--- src/hw/rtl/lnwf_pkg.sv ---
// ----------------------------------------------------------------------------
// lnwf_pkg
// Shared types and constants of the display nibble write FIFO.
// ----------------------------------------------------------------------------
package lnwf_pkg;

   localparam int DEPTH_DEFAULT = 32;
   localparam int QUEUE_DEPTH   = 2;

   localparam logic [7:0] CMD_BIT   = 8'h80;
   localparam logic [6:0] RS_BIT    = 7'h10;
   localparam logic [6:0] EN_BIT    = 7'h40;
   localparam logic [3:0] NIB_MASK  = 4'hF;
   localparam logic [6:0] PORT_IDLE = 7'h00;

   localparam logic [2:0] LAST_BEAT = 3'd6;

   // Kind of work handed from front to back
   typedef enum logic {
      ENT_SINGLE,
      ENT_SEND
   } lnwf_kind_type;

   typedef struct packed {
      lnwf_kind_type kind;
      logic          accepted;
      logic [5:0]    fill;
      logic [7:0]    data_byte;
   } lnwf_entry_type;

endpackage

--- src/hw/rtl/lnwf_if.sv ---
// ----------------------------------------------------------------------------
// lnwf channel interfaces
// Request and response channels with valid/ready handshake.
// ----------------------------------------------------------------------------
interface lnwf_req_if;
   logic       valid;
   logic       ready;
   logic       mode;
   logic [7:0] data_byte;

   modport source (output valid, output mode, output data_byte, input ready);
   modport sink   (input valid, input mode, input data_byte, output ready);
endinterface

interface lnwf_rsp_if;
   logic       valid;
   logic       ready;
   logic [6:0] port_value;
   logic       port_write;
   logic       push_accepted;
   logic [5:0] fill_level;
   logic       last;

   modport source (output valid, output port_value, output port_write,
                   output push_accepted, output fill_level, output last,
                   input ready);
   modport sink   (input valid, input port_value, input port_write,
                   input push_accepted, input fill_level, input last,
                   output ready);
endinterface

--- src/hw/rtl/lnwf_front.sv ---
// ----------------------------------------------------------------------------
// lnwf_front
// Accepts request beats, keeps the byte store and its indices, and turns each
// request into one work entry for the back end.
// ----------------------------------------------------------------------------
module lnwf_front #(
   parameter int DEPTH = lnwf_pkg::DEPTH_DEFAULT
) (
   input  logic                     clock,
   input  logic                     reset,
   lnwf_req_if.sink                 req,
   output logic                     ent_valid,
   output lnwf_pkg::lnwf_entry_type ent,
   input  logic                     ent_full
);
   import lnwf_pkg::*;

   localparam int AW = (DEPTH > 1) ? $clog2(DEPTH) : 1;
   localparam int CW = $clog2(DEPTH + 1);

   logic [7:0]    store [DEPTH];
   logic [AW-1:0] wr_idx_ff, wr_idx_in;
   logic [AW-1:0] rd_idx_ff, rd_idx_in;
   logic [CW-1:0] count_ff, count_in;
   logic          s1_valid_ff, s1_valid_in;
   lnwf_kind_type s1_kind_ff, s1_kind_in;
   logic          s1_acc_ff, s1_acc_in;
   logic [5:0]    s1_fill_ff, s1_fill_in;
   logic [7:0]    rd_data_ff;
   logic [CW+5:0] count_ext;

   logic accept;
   logic do_push;
   logic do_send;
   logic not_full;
   logic not_empty;

   assign not_full  = count_ff < CW'(DEPTH);
   assign not_empty = count_ff != '0;
   assign req.ready = !s1_valid_ff || !ent_full;
   assign accept    = req.valid && req.ready;
   assign do_push   = accept && !req.mode && not_full;
   assign do_send   = accept && req.mode && not_empty;

   assign ent_valid = s1_valid_ff;
   assign ent       = '{kind: s1_kind_ff, accepted: s1_acc_ff, fill: s1_fill_ff,
                        data_byte: rd_data_ff};

   function automatic logic [AW-1:0] next_idx(input logic [AW-1:0] idx);
      next_idx = (idx == AW'(DEPTH - 1)) ? '0 : idx + AW'(1);
   endfunction

   always_comb begin
      wr_idx_in   = wr_idx_ff;
      rd_idx_in   = rd_idx_ff;
      count_in    = count_ff;
      s1_kind_in  = s1_kind_ff;
      s1_acc_in   = s1_acc_ff;
      s1_fill_in  = s1_fill_ff;
      s1_valid_in = s1_valid_ff && ent_full;
      if (do_push) begin
         wr_idx_in = next_idx(wr_idx_ff);
         count_in  = count_ff + CW'(1);
      end
      if (do_send) begin
         rd_idx_in = next_idx(rd_idx_ff);
         count_in  = count_ff - CW'(1);
      end
      count_ext = {6'd0, count_in};
      if (accept) begin
         s1_valid_in = 1'b1;
         s1_kind_in  = do_send ? ENT_SEND : ENT_SINGLE;
         s1_acc_in   = do_push;
         s1_fill_in  = count_ext[5:0];
      end
   end

   always_ff @(posedge clock) begin
      if (reset) begin
         wr_idx_ff   <= '0;
         rd_idx_ff   <= '0;
         count_ff    <= '0;
         s1_valid_ff <= 1'b0;
      end else begin
         wr_idx_ff   <= wr_idx_in;
         rd_idx_ff   <= rd_idx_in;
         count_ff    <= count_in;
         s1_valid_ff <= s1_valid_in;
      end
      s1_kind_ff <= s1_kind_in;
      s1_acc_ff  <= s1_acc_in;
      s1_fill_ff <= s1_fill_in;
   end

   // Byte store: one write port, one registered read port
   always_ff @(posedge clock) begin
      if (do_push) begin
         store[wr_idx_ff] <= req.data_byte;
      end
      if (do_send) begin
         rd_data_ff <= store[rd_idx_ff];
      end
   end

   a_count_bound: assert property (@(posedge clock) disable iff (reset)
      count_ff <= CW'(DEPTH))
      else $error("byte count above depth");

   a_empty_idx: assert property (@(posedge clock) disable iff (reset)
      (count_ff == '0) |-> (wr_idx_ff == rd_idx_ff))
      else $error("indices differ on empty store");

   a_hold_stage: assert property (@(posedge clock) disable iff (reset)
      (s1_valid_ff && ent_full) |-> !req.ready)
      else $error("request taken while stage blocked");

endmodule

--- src/hw/rtl/lnwf_queue.sv ---
// ----------------------------------------------------------------------------
// lnwf_queue
// Short entry queue between front and back end.
// ----------------------------------------------------------------------------
module lnwf_queue (
   input  logic                     clock,
   input  logic                     reset,
   input  logic                     push,
   input  lnwf_pkg::lnwf_entry_type push_ent,
   output logic                     full,
   input  logic                     pop,
   output logic                     not_empty,
   output lnwf_pkg::lnwf_entry_type pop_ent
);
   import lnwf_pkg::*;

   localparam int QAW = $clog2(QUEUE_DEPTH);
   localparam int QCW = $clog2(QUEUE_DEPTH + 1);

   lnwf_entry_type slot_ff [QUEUE_DEPTH];
   logic [QAW-1:0] wr_ff;
   logic [QAW-1:0] rd_ff;
   logic [QCW-1:0] cnt_ff;
   logic           do_push;
   logic           do_pop;

   assign full      = cnt_ff == QCW'(QUEUE_DEPTH);
   assign not_empty = cnt_ff != '0;
   assign do_push   = push && !full;
   assign do_pop    = pop && not_empty;
   assign pop_ent   = slot_ff[rd_ff];

   always_ff @(posedge clock) begin
      if (reset) begin
         wr_ff  <= '0;
         rd_ff  <= '0;
         cnt_ff <= '0;
      end else begin
         if (do_push) begin
            wr_ff <= wr_ff + QAW'(1);
         end
         if (do_pop) begin
            rd_ff <= rd_ff + QAW'(1);
         end
         cnt_ff <= cnt_ff + QCW'(do_push) - QCW'(do_pop);
      end
      if (do_push) begin
         slot_ff[wr_ff] <= push_ent;
      end
   end

endmodule

--- src/hw/rtl/lnwf_back.sv ---
// ----------------------------------------------------------------------------
// lnwf_back
// Plays out work entries as response beats: one beat for a push or an idle
// pop, seven nibble-write beats for a sent byte.
// ----------------------------------------------------------------------------
module lnwf_back (
   input  logic                     clock,
   input  logic                     reset,
   input  logic                     ent_avail,
   input  lnwf_pkg::lnwf_entry_type ent,
   output logic                     ent_pop,
   lnwf_rsp_if.source               rsp
);
   import lnwf_pkg::*;

   logic           busy_ff;
   lnwf_entry_type cur_ff;
   logic [2:0]     beat_ff;
   logic           is_last;
   logic           done;
   logic [6:0]     sel;
   logic [6:0]     hi;
   logic [6:0]     lo;

   assign is_last = (cur_ff.kind == ENT_SINGLE) || (beat_ff == LAST_BEAT);
   assign done    = rsp.valid && rsp.ready && is_last;
   assign ent_pop = ent_avail && (!busy_ff || done);

   assign sel = ((cur_ff.data_byte & CMD_BIT) != 8'h00) ? PORT_IDLE : RS_BIT;
   assign hi  = sel | {3'b000, cur_ff.data_byte[7:4]};
   assign lo  = sel | {3'b000, cur_ff.data_byte[3:0] & NIB_MASK};

   always_comb begin
      rsp.port_value = PORT_IDLE;
      if (cur_ff.kind == ENT_SEND) begin
         unique case (beat_ff)
            3'd0, 3'd2: rsp.port_value = hi;
            3'd1:       rsp.port_value = hi | EN_BIT;
            3'd3, 3'd5: rsp.port_value = lo;
            3'd4:       rsp.port_value = lo | EN_BIT;
            default:    rsp.port_value = PORT_IDLE;
         endcase
      end
   end

   assign rsp.valid         = busy_ff;
   assign rsp.port_write    = cur_ff.kind == ENT_SEND;
   assign rsp.push_accepted = (cur_ff.kind == ENT_SINGLE) && cur_ff.accepted;
   assign rsp.fill_level    = cur_ff.fill;
   assign rsp.last          = is_last;

   always_ff @(posedge clock) begin
      if (reset) begin
         busy_ff <= 1'b0;
         beat_ff <= '0;
      end else if (ent_pop) begin
         busy_ff <= 1'b1;
         beat_ff <= '0;
      end else if (done) begin
         busy_ff <= 1'b0;
      end else if (rsp.valid && rsp.ready) begin
         // advance to the next nibble beat
         beat_ff <= beat_ff + 3'd1;
      end
      if (ent_pop) begin
         cur_ff <= ent;
      end
   end

   a_beat_bound: assert property (@(posedge clock) disable iff (reset)
      busy_ff |-> (beat_ff <= LAST_BEAT))
      else $error("beat counter beyond sequence");

   a_single_beat: assert property (@(posedge clock) disable iff (reset)
      (busy_ff && (cur_ff.kind == ENT_SINGLE)) |-> (beat_ff == 3'd0))
      else $error("single entry past first beat");

   a_idle_value: assert property (@(posedge clock) disable iff (reset)
      (rsp.valid && !rsp.port_write) |-> (rsp.port_value == PORT_IDLE))
      else $error("port value set without a write");

   a_hold_beat: assert property (@(posedge clock) disable iff (reset)
      (rsp.valid && !rsp.ready) |=> (busy_ff && $stable(beat_ff)))
      else $error("beat moved while stalled");

endmodule

--- src/hw/rtl/lcd_nibble_write_fifo.sv ---
// ----------------------------------------------------------------------------
// lcd_nibble_write_fifo
// Byte FIFO feeding a character display port in 4-bit mode.
// ----------------------------------------------------------------------------
// A push request stores its byte (or drops it when DEPTH bytes are held) and
// yields one response beat; a pop yields one idle beat on an empty store, or
// seven nibble-write beats carrying the oldest byte. The front end takes one
// request per cycle while its output stage and the two-entry work queue have
// room, so pushes run back to back; the back end plays out one response beat
// per cycle when rsp is ready, so a sending pop holds the response channel
// for its seven beats and sets the sustained rate of pops. A request reaches
// rsp through the front output stage (store read), a queue slot and the back
// end's entry register. The byte store needs no clearing after reset.
// ----------------------------------------------------------------------------
module lcd_nibble_write_fifo #(
   parameter int DEPTH = lnwf_pkg::DEPTH_DEFAULT
) (
   input  logic        clock,
   input  logic        reset,
   lnwf_req_if.sink    req_ch,
   lnwf_rsp_if.source  rsp_ch
);
   import lnwf_pkg::*;

   logic           front_valid;
   lnwf_entry_type front_ent;
   logic           q_full;
   logic           q_avail;
   logic           q_pop;
   lnwf_entry_type q_ent;

   lnwf_front #(
      .DEPTH(DEPTH)
   ) u_front (
      .clock     (clock),
      .reset     (reset),
      .req       (req_ch),
      .ent_valid (front_valid),
      .ent       (front_ent),
      .ent_full  (q_full)
   );

   lnwf_queue u_queue (
      .clock     (clock),
      .reset     (reset),
      .push      (front_valid),
      .push_ent  (front_ent),
      .full      (q_full),
      .pop       (q_pop),
      .not_empty (q_avail),
      .pop_ent   (q_ent)
   );

   lnwf_back u_back (
      .clock     (clock),
      .reset     (reset),
      .ent_avail (q_avail),
      .ent       (q_ent),
      .ent_pop   (q_pop),
      .rsp       (rsp_ch)
   );

endmodule
--- src/flat_wrapper.sv ---
// flat-port wrapper written by rule: the top's interface ports become plain ports
module lcd_nibble_write_fifo_flat import lnwf_pkg::*;
#(
   parameter int DEPTH = lnwf_pkg::DEPTH_DEFAULT
)
  (clock, reset, req_ch_valid, req_ch_mode, req_ch_data_byte, req_ch_ready, rsp_ch_valid, rsp_ch_port_value, rsp_ch_port_write, rsp_ch_push_accepted, rsp_ch_fill_level, rsp_ch_last, rsp_ch_ready);
  lnwf_req_if req_ch_i ();
  lnwf_rsp_if rsp_ch_i ();
  input  logic clock;
  input  logic reset;
  input wire logic [$bits(req_ch_i.valid)-1:0] req_ch_valid;
  input wire logic [$bits(req_ch_i.mode)-1:0] req_ch_mode;
  input wire logic [$bits(req_ch_i.data_byte)-1:0] req_ch_data_byte;
  output wire logic [$bits(req_ch_i.ready)-1:0] req_ch_ready;
  output wire logic [$bits(rsp_ch_i.valid)-1:0] rsp_ch_valid;
  output wire logic [$bits(rsp_ch_i.port_value)-1:0] rsp_ch_port_value;
  output wire logic [$bits(rsp_ch_i.port_write)-1:0] rsp_ch_port_write;
  output wire logic [$bits(rsp_ch_i.push_accepted)-1:0] rsp_ch_push_accepted;
  output wire logic [$bits(rsp_ch_i.fill_level)-1:0] rsp_ch_fill_level;
  output wire logic [$bits(rsp_ch_i.last)-1:0] rsp_ch_last;
  input wire logic [$bits(rsp_ch_i.ready)-1:0] rsp_ch_ready;
  assign req_ch_i.valid = req_ch_valid;
  assign req_ch_i.mode = req_ch_mode;
  assign req_ch_i.data_byte = req_ch_data_byte;
  assign req_ch_ready = req_ch_i.ready;
  assign rsp_ch_valid = rsp_ch_i.valid;
  assign rsp_ch_port_value = rsp_ch_i.port_value;
  assign rsp_ch_port_write = rsp_ch_i.port_write;
  assign rsp_ch_push_accepted = rsp_ch_i.push_accepted;
  assign rsp_ch_fill_level = rsp_ch_i.fill_level;
  assign rsp_ch_last = rsp_ch_i.last;
  assign rsp_ch_i.ready = rsp_ch_ready;
  lcd_nibble_write_fifo #(.DEPTH(DEPTH)) u_core (.clock(clock), .reset(reset), .req_ch(req_ch_i), .rsp_ch(rsp_ch_i));
endmodule
--- config.mk ---
export PLATFORM = sky130hd
export DESIGN_NAME = lcd_nibble_write_fifo_flat
export DESIGN_NICKNAME = d
export VERILOG_FILES = /design/src/hw/rtl/lnwf_pkg.sv /design/src/hw/rtl/lnwf_if.sv /design/src/hw/rtl/lnwf_front.sv /design/src/hw/rtl/lnwf_queue.sv /design/src/hw/rtl/lnwf_back.sv /design/src/hw/rtl/lcd_nibble_write_fifo.sv /design/src/flat_wrapper.sv
export SDC_FILE = /design/constraint.sdc
export NUM_CORES = 1
export LEC_CHECK = 0
export BUFFER_PORTS_ARGS = -buffer_cell sky130_fd_sc_hd__buf_2
export CAP_MARGIN = 20
export CORE_MARGIN = 2
export CORE_UTILIZATION = 60
export DETAILED_ROUTE_END_ITERATION = 8
export PLACE_DENSITY_LB_ADDON = 0.3
export SLEW_MARGIN = 15
export SYNTH_ARGS = -nofsm -noshare
export SYNTH_HDL_FRONTEND = slang
export SYNTH_SLANG_ARGS = --single-unit
--- constraint.sdc ---
create_clock -name clock -period 8.4 [get_ports clock]
set_input_delay 0.84 -clock clock [delete_from_list [all_inputs] [get_ports clock]]
set_output_delay 0.84 -clock clock [all_outputs]
set_load 0.05 [all_outputs]
==> metrics.log <==
INFO  metric status = finished clean
INFO  metric grt_max_degree = 56
INFO  metric grt-ovfl-total = 0
INFO  metric powerDensity = 262 nW/um^2
INFO  metric cts_tree = done
INFO  metric initial_utilization = 0.607
INFO  metric yosys_warnings = 0
INFO  metric detailed_place_hpwl = 16.2 mm
INFO  metric final-max-slew-violation-count = 0
INFO  metric global_route_wire_length_before_repair = 40.2 mm
INFO  metric timing.slew.headroom = 0.288
INFO  metric hold_viol = 0
INFO  metric crit_path_end_kind = flip-flop
INFO  metric crit_chain = and3b_1 > clkinv_4 > nand2_1 > clkinv_1 > nand2_1 > nor3_1
INFO  metric grt_pass1_vias = 6,931
INFO  metric synth.cell_area = 13,700 um^2
INFO  metric site_rows = 55
INFO  metric syn_inst = 751
INFO  metric dieWidth = 155 um
INFO  metric cp_slowest_stage_delay = 0.93 ns
INFO  metric die_height = 155 um
INFO  metric worst-slew-pin-transition = 1.07 ns
INFO  metric clock_tree.root_cell = clkbuf_16
INFO  metric p_clk_frac = 0.340
INFO  metric track_usage = 0.223
INFO  metric p_comb_frac = 0.135
INFO  metric overall_die_area = 24,000 um^2
INFO  metric area_occupied_by_multi_input_gates = 3260 um^2
INFO  metric rsz0062_at_grt = false
INFO  metric timing.final.ws_setup = 5.44 ns
INFO  metric avgRoutedWirePerCell = 24.2 um
INFO  metric drt_iter0_drc = 759
INFO  metric io-pin-count = 31
INFO  metric syn_avg_cell_area = 18.2 um^2
INFO  metric layout_common_cells = 320 x edfxtp_1, 49 x nor2_1, 48 x mux4_2, 35 x mux2i_1, 31 x clkbuf_16
INFO  metric power.net_switching = 959 uW
INFO  metric ratio_of_routed_vias_to_standard_cells = 6.31
INFO  metric ctsHtreeMaxLevel = 1
INFO  metric crit_required = 8.56 ns
INFO  metric post_route_cells_drive_above_1_share = 0.203
INFO  metric layout-area-overhead-vs-synth = 9.32%
INFO  metric synth.top_cell.area_share = 0.703
INFO  metric max-cap-violations = 0
INFO  metric post-route-min-period = 2.96 ns
INFO  metric path_class_of_the_lowest_slack_min_delay_path = flip-flop to flip-flop
INFO  metric synth_area_leaders = edfxtp_1 70%, mux4_2 7.9%, dfxtp_1 3.7%
INFO  metric antenna_violations_before_repair = 1
INFO  metric cp-start-kind = flip-flop
INFO  metric antenna-diode-count = 0
INFO  metric routability_congestion_estimate_from_global_placement = 0.889
INFO  metric detail_route.drc_violations = 0
INFO  metric postSynthRegisterBits = 345
INFO  metric synthesis.nets = 780
INFO  metric cts_hold_repair.buffers = 0
INFO  metric layout_commonest_cell = edfxtp_1
INFO  metric cts_resized = 0
INFO  metric critical_path.slowest_cell = nor3_1
INFO  metric criticalPathCategory = flip-flop to flip-flop
INFO  metric clock-sinks = 345
INFO  metric internal_power = 2950 uW
INFO  metric r2r_slack = 5.44 ns
INFO  metric finalCritPeriodShare = 0.352
INFO  metric cts_made_buffers = 31
INFO  metric maxClockFrequency = 0.338 GHz
INFO  metric detail_route_antenna_nets = 0
INFO  metric worst_clock_skew = 0.0205 ns
INFO  metric synth_enable_flop_cells = 320
INFO  metric vdd_drop_max = 248 uV
INFO  metric final-seq-area = 10,100 um^2
INFO  metric post_cts_setup_bufs = 0
INFO  metric place_inst = 1,026
INFO  metric yosys_most_used_dff = edfxtp_1
INFO  metric final-instance-count-excl-fill = 1,085
INFO  metric count_of_distinct_cell_types_in_the_synthesized_netlist = 57
INFO  metric filler_cell_count = 1,418
INFO  metric yosysTopAreaCell = edfxtp_1
INFO  metric fin_worst_hold_slack = 0.446 ns
INFO  metric clock_edge_transition_at_the_registers_on_the_reported_setup_and_hold_paths = 0.06 ns
INFO  metric critPathMostFrequentCell = nand2_1
INFO  metric final_net_count = 808
INFO  metric insertion_delay = 0.56 ns
INFO  metric timing.critical_path.arrival = 3.12 ns
INFO  metric drt-total-wl = 26.2 mm
INFO  metric seqPwrFrac = 0.525
INFO  metric dr.pass1.iters = 5
INFO  metric synth_sequential_area_ratio = 0.740
INFO  metric p_sw_frac = 0.245
INFO  metric final-setup-viol-count = 0
INFO  metric final.setup.tns = 0 ns
INFO  metric maximum_net_fanout_on_the_critical_path = 11
INFO  metric route.vias.total = 6,846
INFO  metric preCtsSetupSlack = 4.98 ns
INFO  metric numPortBuffers = 29
INFO  metric power.total = 3910 uW
INFO  metric synth-async-reset-ratio = 0
INFO  metric ctsLongestPathBuffers = 3
INFO  metric static-leakage-power = 0.00475 uW
INFO  metric core_region_area = 22,500 um^2
[critical path, delay by kind of cell, from the launching register on]
family / cells / cell delay (ns)
and+or+nand+nor: 4 / 1.83
DFF: 1 / 0.39
buffers and inverters: 2 / 0.35
[power by group through the flow]
stage	combinational, uW	clock (uW)	sequential (uW)
6_report	527	1330	2050
4_1_cts	528	1350	2050
3_5_place_dp	526	0	2090
3_3_place_gp	511	0	2080
2_1_floorplan	421	0	2070
5_1_grt	568	1410	2060
[layout make-up]
class	instances	share of cell area
inverters	11	0.00310
clock buffers	44	0.0572
repair buffers	39	0.0141
multi-input cells	351	0.218
well taps	285	0.0239
flip-flops and latches	345	0.677
clock inverters	10	0.00662
[per-layer routing]
metal / up-vias / part of all wire / GRT usage
met5: - / 0.00050 / 0
met3: 59 / 0.080 / 0.0418
met4: 2 / 0.029 / 0.0692
met1: 3393 / 0.39 / 0.303
met2: 346 / 0.50 / 0.372
li1: 3046 / - / -
[final timing paths]
path                                                        startpoint                                endpoint  cells after the start
worst min register to register  u_core.u_front.rd_data_ff[3]$_DFFE_PP_  u_core.u_queue.slot_ff[1][3]$_DFFE_PP_                      0
worst max-delay path               u_core.u_queue.cnt_ff[0]$_SDFF_PP0_   u_core.u_front.store[12][2]$_DFFE_PP_                      6
worst min-delay path            u_core.u_front.rd_data_ff[3]$_DFFE_PP_  u_core.u_queue.slot_ff[1][3]$_DFFE_PP_                      0
worst max register to register     u_core.u_queue.cnt_ff[0]$_SDFF_PP0_   u_core.u_front.store[12][2]$_DFFE_PP_                      6
[stage by stage]
step	utilization	area, um^2
final	0.664	14900
after global routing	0.664	14900
after CTS	0.663	14900
after detailed placement	0.620	14000
after global placement	0.620	14000
after floorplan	-	13700
[registers in the layout (all words and copies together) (netlist names)]
signal                        cells
u_core.u_front.s1_acc_ff          1
u_core.u_front.rd_data_ff         8
u_core.u_front.rd_idx_ff          5
u_core.u_back.cur_ff              9
u_core.u_back.beat_ff             3
u_core.u_queue.slot_ff           32
u_core.u_back.rsp.port_write      1
u_core.u_queue.cnt_ff             2
u_core.u_front.count_ff           6
u_core.u_front.store            256
u_core.u_queue.wr_ff              1
u_core.u_front.ent_valid          1
u_core.u_front.s1_kind_ff         1
u_core.u_back.rsp.fill_level      6
u_core.u_front.wr_idx_ff          5
u_core.u_queue.rd_ff              1
u_core.u_front.s1_fill_ff         6
u_core.u_back.rsp.valid           1
[cells by family after synthesis]
group                    synth area share
flip-flops                          0.740
AND/OR/NAND/NOR                    0.0494
multiplexers                        0.120
AO/OA/AOI/OAI                      0.0485
buffers and inverters              0.0218
adder cells (fa/ha/maj)            0.0146
XOR/XNOR                          0.00513
other                            0.000274
[synth_stat cells (15+ instances only)]
library cell,number
mux4_2,48
mux2i_1,35
clkbuf_1,15
ha_1,16
a21oi_1,30
edfxtp_1,320
mux2_2,18
nand2_1,20
dfxtp_1,25
nor2_1,49
Note: power is estimated with default switching activity, not from simulation.
